File: src/aesbc_ram.sv
// ----------------------------------------------------------------------------
// aesbc_ram: generic single-write, single-read RAM
// One write port, one read port with registered read data.
// ----------------------------------------------------------------------------
module aesbc_ram #(
    parameter int WIDTH = 128,
    parameter int DEPTH = 16
) (
    input  logic                     i_clk,
    input  logic                     i_we,
    input  logic [$clog2(DEPTH)-1:0] i_waddr,
    input  logic [WIDTH-1:0]         i_wdata,
    input  logic [$clog2(DEPTH)-1:0] i_raddr,
    output logic [WIDTH-1:0]         o_rdata
);
    logic [WIDTH-1:0] r_mem [DEPTH];
    logic [WIDTH-1:0] r_rdata;

    always_ff @(posedge i_clk) begin
        if (i_we) begin
            r_mem[i_waddr] <= i_wdata;
        end
        r_rdata <= r_mem[i_raddr];
    end

    assign o_rdata = r_rdata;
endmodule

File: config.mk
export PLATFORM = sky130hd
export DESIGN_NAME = aesbc_ram
export DESIGN_NICKNAME = d
export VERILOG_FILES = /design/src/aesbc_ram.sv
export SDC_FILE = /design/constraint.sdc
export NUM_CORES = 1
export LEC_CHECK = 0
export BUFFER_PORTS_ARGS = -buffer_cell sky130_fd_sc_hd__buf_2
export CAP_MARGIN = 25
export CORE_UTILIZATION = 40
export DETAILED_ROUTE_END_ITERATION = 8
export PLACE_DENSITY = 0.59
export SETUP_SLACK_MARGIN = 0.2
export SYNTH_ARGS = -nofsm -noshare
export SYNTH_HDL_FRONTEND = slang
export SYNTH_SLANG_ARGS = --single-unit
export TNS_END_PERCENT = 1
File: constraint.sdc
create_clock -name i_clk -period 10.35 [get_ports i_clk]
set_input_delay 0.5175 -clock i_clk [delete_from_list [all_inputs] [get_ports i_clk]]
set_output_delay 0.5175 -clock i_clk [all_outputs]
set_load 0.005 [all_outputs]
==> metrics.yaml, run 1 <==
power:
  swShare_pct: 21.1
  power.clock.fraction_pct: 41.6
  pwr-share-seq_pct: 53.6
  internal-power_mw: 14.6
  vdd_drop_max_uv: 139
  power-per-cell-area_mw_per_mm2: 200
  pwr-share-comb_pct: 4.8
  p_leak_nw: 29.5
  switching_power_mw: 3.91
setup_path:
  worst_setup_path_end_kind: "flop"
  crit_type: "in -> reg"
  worstPathArrival_ns: 3.80
  required_ns: 10.82
  crit_path_start_kind: "input pin"
  cp_max_fo: 47
global_route:
  overflow: 0
  use_met2_pct: 30.4
  grt_max_degree: 119
  globalRouteMet1Util_pct: 26.6
  grt.total_usage_pct: 18.7
  busiest_layer: "met2"
  grt_antenna_before_repair: 21
  grt_use_met3_pct: 2.99
  grt_pass1_wl_um: 270000
  grt_pass1_vias: 38100
clock_network:
  clockBufferDepth: 3
  cts_max_level: 4
  cts.clk_slew.worst_paths_ns: 0.06
  postCtsSetupBuffers: 0
  root_buffer: "clkbuf_16"
  cts_sinks: 2176
  ctsResizeCount: 0
  cts_tree: "done"
  cts_buffers: 212
  clk_latency_ns: 0.87
sta:
  slew_headroom_pct: 25.9
  slew_violations: 0
  fmax_mhz: 301
  worst_slack_ns: 7.02
  post-route-period-util_pct: 32.1
  fin_skew_ns: 0.0276
  rsz0062_at_grt: "no"
  setup-violations-final: 0
  worst_pin_slew_ns: 1.11
  hold_viol_final: 0
  fin_crit_ns: 3.33
  hold_slack_ns: 0.0458
  setup_tns_ns: 0
cells_and_area:
  layout.nets: 3989
  fin_util_pct: 46.8
  multi_input_area_mm2: 0.0147
  fillers: 16300
  area_growth_pct: 16.4
  register_area_mm2: 0.0641
  final_cells: 6680
  drive_gt1_share_pct: 29.9
detailed_routing:
  drc_errors: 0
  wl_per_cell_um: 28.1
  drtAntennaViolNets: 0
  first_pass_iters: 5
  vias: 36600
  vias_per_cell: 5.47
  wl_um: 188000
  drt_iter0_drc: 3320
job:
  maxCapViolations: 0
logic_synthesis:
  ys_seq_area_share_pct: 80.6
  synth-edff-count: 2048
  postSynthAreaPerCell_um2: 23.7
  yosysTopAreaCellShare_pct: 77.4
  syn_nets: 3495
  synth_area_mm2: 0.0794
  synth.ff_latch_count: 2176
  synth_top_area_cell: "edfxtp_1"
  synth_most_common_cell: "edfxtp_1"
  syn_inst: 3357
  async_flop_share_pct: 0
  synth-main-ff-cell: "edfxtp_1"
  ys_warn_count: 0
  yosys-top-cells-area: "edfxtp_1, mux4_2, dfxtp_1"
  synth_common_cells: "edfxtp_1, mux4_2, a22oi_1"
  synth_cell_type_count: 25
floorplan:
  core_area_mm2: 0.197
  chipWidth_um: 448
  die_area_mm2: 0.200
  start_util_pct: 40.2
  ios: 266
  rows: 163
  die_y_um: 448
min_path:
  hold_class: "in -> reg"
placed_design:
  pre_cts_slack_ns: 6.14
  hpwl_um: 89300
  port_buffers: 265
  dp.cells: 6153
  gp_congestion: 0.697
outcome:
  status: "complete, no violations"
per-stage QoR:
step	power (mW)	area, um2
global route	19.1	92400
floorplan	10.6	79500
CTS	18.7	92400
finish	18.5	92400
global placement	11.0	84100
detailed placement	11.0	84200
cells in the final DEF (no fill, tap or decap), types with 16 or more instances in the layout:
cell type      count
nor2b_1           26
mux2i_1           24
a22oi_1          215
clkinv_1          35
mux2_2            64
buf_2            261
dfxtp_1          128
o21ai_0           17
edfxtp_1        2048
o221ai_1          23
clkbuf_8          27
mux4_2           477
clkinv_2          32
buf_4             49
dlygate4sd3_1    124
nand2b_1          16
nand2_1           95
clkbuf_16        212
clkbuf_1          58
what timing repair did:
action / CTS / global route
hold endpoints to repair: 1815 / 0
endpoints found under the setup margin: 0 / 0
hold buffers: 124 / 0
flip-flops by register name, indices dropped and copies added (netlist names):
name,count
o_rdata,128
r_mem,2048
layout make-up:
class	instances	share of cell area [%]
sequential	2176	69.3
multi-input combinational	1005	15.9
clock buffer	297	6.38
timing repair buffer	456	3.64
tap	2640	3.57
clock inverter	105	1.24
antenna	1	0.00271
cells by family (layout without fill, tap and decap cells):
group / after synthesis / count (layout) / share of synthesized area (%)
flops: 2176 / 2176 / 80.6
mux: 565 / 565 / 14.7
compound gates: 273 / 273 / 2.59
buf+inv: 176 / 858 / 1.08
simple gates: 167 / 167 / 0.967
other cells: 0 / 1 / 0
power groups by stage:
stage | clock network, mW | logic, mW | registers, mW
global placement | 0 | 0.857 | 10.1
finish | 7.70 | 0.897 | 9.92
floorplan | 0 | 0.473 | 10.1
detailed placement | 0 | 0.870 | 10.1
global route | 8.19 | 0.970 | 9.94
CTS | 7.87 | 0.918 | 9.93
worst paths after layout:
kind / end / slack (ns) / cells past startpoint / from
setup / recovery: r_mem[10][123]$_DFFE_PP_ / 7.02 / 6 / i_waddr[2]
hold / removal: r_mem[8][91]$_DFFE_PP_ / 0.05 / 1 / i_wdata[91]
setup reg to reg: o_rdata[94]$_DFF_P_ / 8.83 / 3 / r_mem[5][94]$_DFFE_PP_
hold reg to reg: o_rdata[51]$_DFF_P_ / 0.66 / 3 / r_mem[14][51]$_DFFE_PP_
metal layers:
metal / vias to the layer above / wire (um)
li1: 15300 / -
met1: 20000 / 82000
met2: 1017 / 93200
met3: 259 / 9150
met4: 16 / 3230
met5: - / 102
critical path: stages:
cell      delay [ns]
buf_2           0.11
nand3b_1        0.38
nor2_4          0.19
buf_4           0.63
buf_4           0.90
buf_4           0.93
Note: power is estimated with default switching activity, not from simulation.
==> inputs of run 2 (changes only) <==
--- a/config.mk
+++ b/config.mk
@@ -5,11 +5,12 @@
 export SDC_FILE = /design/constraint.sdc
 export NUM_CORES = 1
 export LEC_CHECK = 0
+export ABC_AREA = 1
 export BUFFER_PORTS_ARGS = -buffer_cell sky130_fd_sc_hd__buf_2
 export CAP_MARGIN = 25
 export CORE_UTILIZATION = 40
 export DETAILED_ROUTE_END_ITERATION = 8
-export PLACE_DENSITY = 0.59
+export PLACE_DENSITY = 0.57
 export SETUP_SLACK_MARGIN = 0.2
 export SYNTH_ARGS = -nofsm -noshare
 export SYNTH_HDL_FRONTEND = slang
==> constraint.sdc (replaced) <==
create_clock -name i_clk -period 3.1 [get_ports i_clk]
set_input_delay 0.155 -clock i_clk [delete_from_list [all_inputs] [get_ports i_clk]]
set_output_delay 0.155 -clock i_clk [all_outputs]
set_load 0.005 [all_outputs]
==> metrics.yaml, run 2 <==
power:
  pwr-share-seq_pct: 50.8
  vdd_drop_max_uv: 634
  pwr-share-comb_pct: 6.0
  switching_power_mw: 14.5
  p_total_mw: 65.3
  swShare_pct: 22.2
  power.clock.fraction_pct: 43.2
  internal-power_mw: 50.8
  p_leak_nw: 41.0
  power-per-cell-area_mw_per_mm2: 639
cells_and_area:
  layout_common_cells: "nand2_1, edfxtp_1, nand3_1, inv_1, buf_2"
  largest_reg_flops: 2048
  register_area_mm2: 0.0641
  area_growth_pct: 16.5
  fillers: 19500
  final_cell_area_mm2: 0.102
  multi_input_area_mm2: 0.0182
  layout.nets: 8281
  drive_gt1_share_pct: 9.86
  final_cells: 11200
  regMostFlops: "r_mem"
  final_common_cell: "nand2_1"
min_path:
  hp-start: "i_raddr[0]"
  holdPathEnd: "o_rdata[34]$_DFF_P_"
  whs_path_depth: 7
  hold_class: "in -> reg"
logic_synthesis:
  synth_common_cells: "nand2_1, edfxtp_1, nand3_1"
  synth_cell_type_count: 16
  synth-main-ff-cell: "edfxtp_1"
  syn_inst: 7786
  syn_nets: 7924
  synth_top_area_cell: "edfxtp_1"
  async_flop_share_pct: 0
  synth.ff_latch_count: 2176
  ys_warn_count: 0
  postSynthAreaPerCell_um2: 11.3
  synth-edff-count: 2048
  yosys-top-cells-area: "edfxtp_1, nand2_1, nand3_1"
  synth_most_common_cell: "nand2_1"
  ys_seq_area_share_pct: 73.1
  synth_area_mm2: 0.0877
  yosysTopAreaCellShare_pct: 70.1
placed_design:
  hpwl_um: 118000
  pre_cts_slack_ns: 0.812
  dp.cells: 10600
  post_dp_cell_area_mm2: 0.0929
  gp_congestion: 0.758
  port_buffers: 265
global_route:
  grt_pass1_wl_um: 353000
  grt.total_usage_pct: 21.1
  grt_antenna_before_repair: 27
  grt_pass1_vias: 54800
  overflow: 0
  grt_max_degree: 172
clock_network:
  cts_sinks: 2176
  root_buffer: "clkbuf_16"
  cts_buffers: 226
  cts.clk_slew.worst_paths_ns: 0.06
  cts_max_level: 4
  clk_latency_ns: 0.88
  clockBufferDepth: 3
  cts_tree: "done"
sta:
  rsz0062_at_grt: "no"
  worst_pin_slew_ns: 1.12
  setup-violations-final: 0
  worst_slack_ns: 0.281
  post-route-period-util_pct: 90.9
  hold_viol_final: 0
  fmax_mhz: 355
  slew_violations: 0
  setup_tns_ns: 0
  fin_skew_ns: 0.0607
  slew_headroom_pct: 25.2
  fin_crit_ns: 2.82
detailed_routing:
  wl_per_cell_um: 21.0
  drc_errors: 0
  first_pass_iters: 6
  wl_um: 236000
  drt_iter0_drc: 4932
  drtAntennaViolNets: 0
  vias: 56600
  vias_per_cell: 5.05
job:
  maxCapViolations: 0
setup_path:
  required_ns: 3.92
  cp_max_fo: 53
  worstPathArrival_ns: 3.64
  r2r_slack_ns: 0.56
  cp_cell_sequence: "dlygate4sd3_1 > buf_12 > inv_12 > buf_12 > nand2_1 > nand3_1 > dlygate4sd3_1 > nand3_1 > dlygate4sd3_1 > nand2_1 > dlygate4sd3_1"
  cpMostUsedCell: "dlygate4sd3_1"
  worstReg2RegStart: "r_mem[4][11]$_DFFE_PP_"
  worst_setup_path_end_kind: "flop"
  crit_path_start_kind: "input pin"
  max_stage_delay_ns: 0.58
  rr_endpoint: "o_rdata[11]$_DFF_P_"
  crit_type: "in -> reg"
  crit_path_top_delay_cell: "dlygate4sd3_1"
  worstRegToRegCells: 9
floorplan:
  core_area_mm2: 0.217
  ios: 266
  start_util_pct: 40.3
  die_area_mm2: 0.221
  rows: 171
  die_y_um: 470
  chipWidth_um: 470
outcome:
  status: "complete, no violations"
==> run 2: cell types whose count changed in the layout (fill, tap and decap cells not counted), sizes merged, moves of 24 or more <==
cell,change
a22oi,-215
buf,+84
inv,+865
mux2,-64
mux2i,-24
mux4,-477
nand2,+2714
nand3,+1466
nor2b,-29
==> run 2: what timing repair did <==
action | CTS | global route
buffers inserted | 0 | 0
hold buffers | 137 | 0
endpoints found under the setup margin | 0 | 1
gates resized for setup | 0 | 3
hold endpoints to repair | 2094 | 0
==> run 2: worst max path at each step <==
stage | start | end | slack, ns | cells past startpoint
finish | i_raddr[1] | o_rdata[11]$_DFF_P_ | 0.28 | 11
global route | i_raddr[0] | o_rdata[11]$_DFF_P_ | 0.21 | 12
detailed placement | i_waddr[2] | r_mem[12][65]$_DFFE_PP_ | 0.81 | 4
floorplan | i_waddr[2] | r_mem[10][0]$_DFFE_PP_ | -1.11 | 2
CTS | i_raddr[1] | o_rdata[11]$_DFF_P_ | 0.22 | 11
global placement | i_waddr[2] | r_mem[3][89]$_DFFE_PP_ | 0.86 | 5
==> run 2: cells by family (layout without fill, tap and decap cells) <==
| group | Yosys count | in the layout | synth area share, % |
|---|---|---|---|
| AND/OR/NAND/NOR | 4319 | 4319 | 20.7 |
| flip-flops | 2176 | 2176 | 73.1 |
| buffers and inverters | 1291 | 1848 | 6.28 |
| other | 0 | 9 | 0 |
==> run 2: stage by stage <==
stage | hold slack (ns) | utilization, %
after floorplan | 0.254 | -
after global placement | 0.535 | 42.7
after detailed placement | 0.530 | 42.7
after CTS | 0.0000603 | 47.0
after global routing | 0.0467 | 47.0
final | 0.0576 | 47.0
==> run 2: routing by layer <==
metal,GRT usage (%),vias up,routed length (um)
met2,34.8,1698,113000
met4,5.60,18,5500
met1,29.2,27900,104000
met3,2.92,381,13200
met5,0,-,114
li1,-,26600,-
==> run 2: worst max-delay path: cells and delay by family <==
kind | cells | cell delay [ns]
buffers and inverters | 7 | 3.11
AND/OR/NAND/NOR | 4 | 0.30
==> run 2: power by group through the flow <==
| stage | combinational [mW] | clock, mW | sequential, mW |
|---|---|---|---|
| after floorplan | 2.11 | 0 | 33.7 |
| after global placement | 3.74 | 0 | 33.8 |
| after detailed placement | 3.77 | 0 | 33.8 |
| after CTS | 3.96 | 28.7 | 33.2 |
| after global routing | 4.35 | 29.8 | 33.2 |
| final | 3.92 | 28.2 | 33.2 |
==> run 2: area by class of cell <==
type / count / share of cell area, %
flip-flops and latches: 2176 / 62.7
multi-input cells: 4319 / 17.9
clock buffers: 317 / 6.36
repair buffers: 554 / 4.98
well taps: 2854 / 3.50
inverters: 866 / 3.23
clock inverters: 111 / 1.34
diodes: 9 / 0.0221
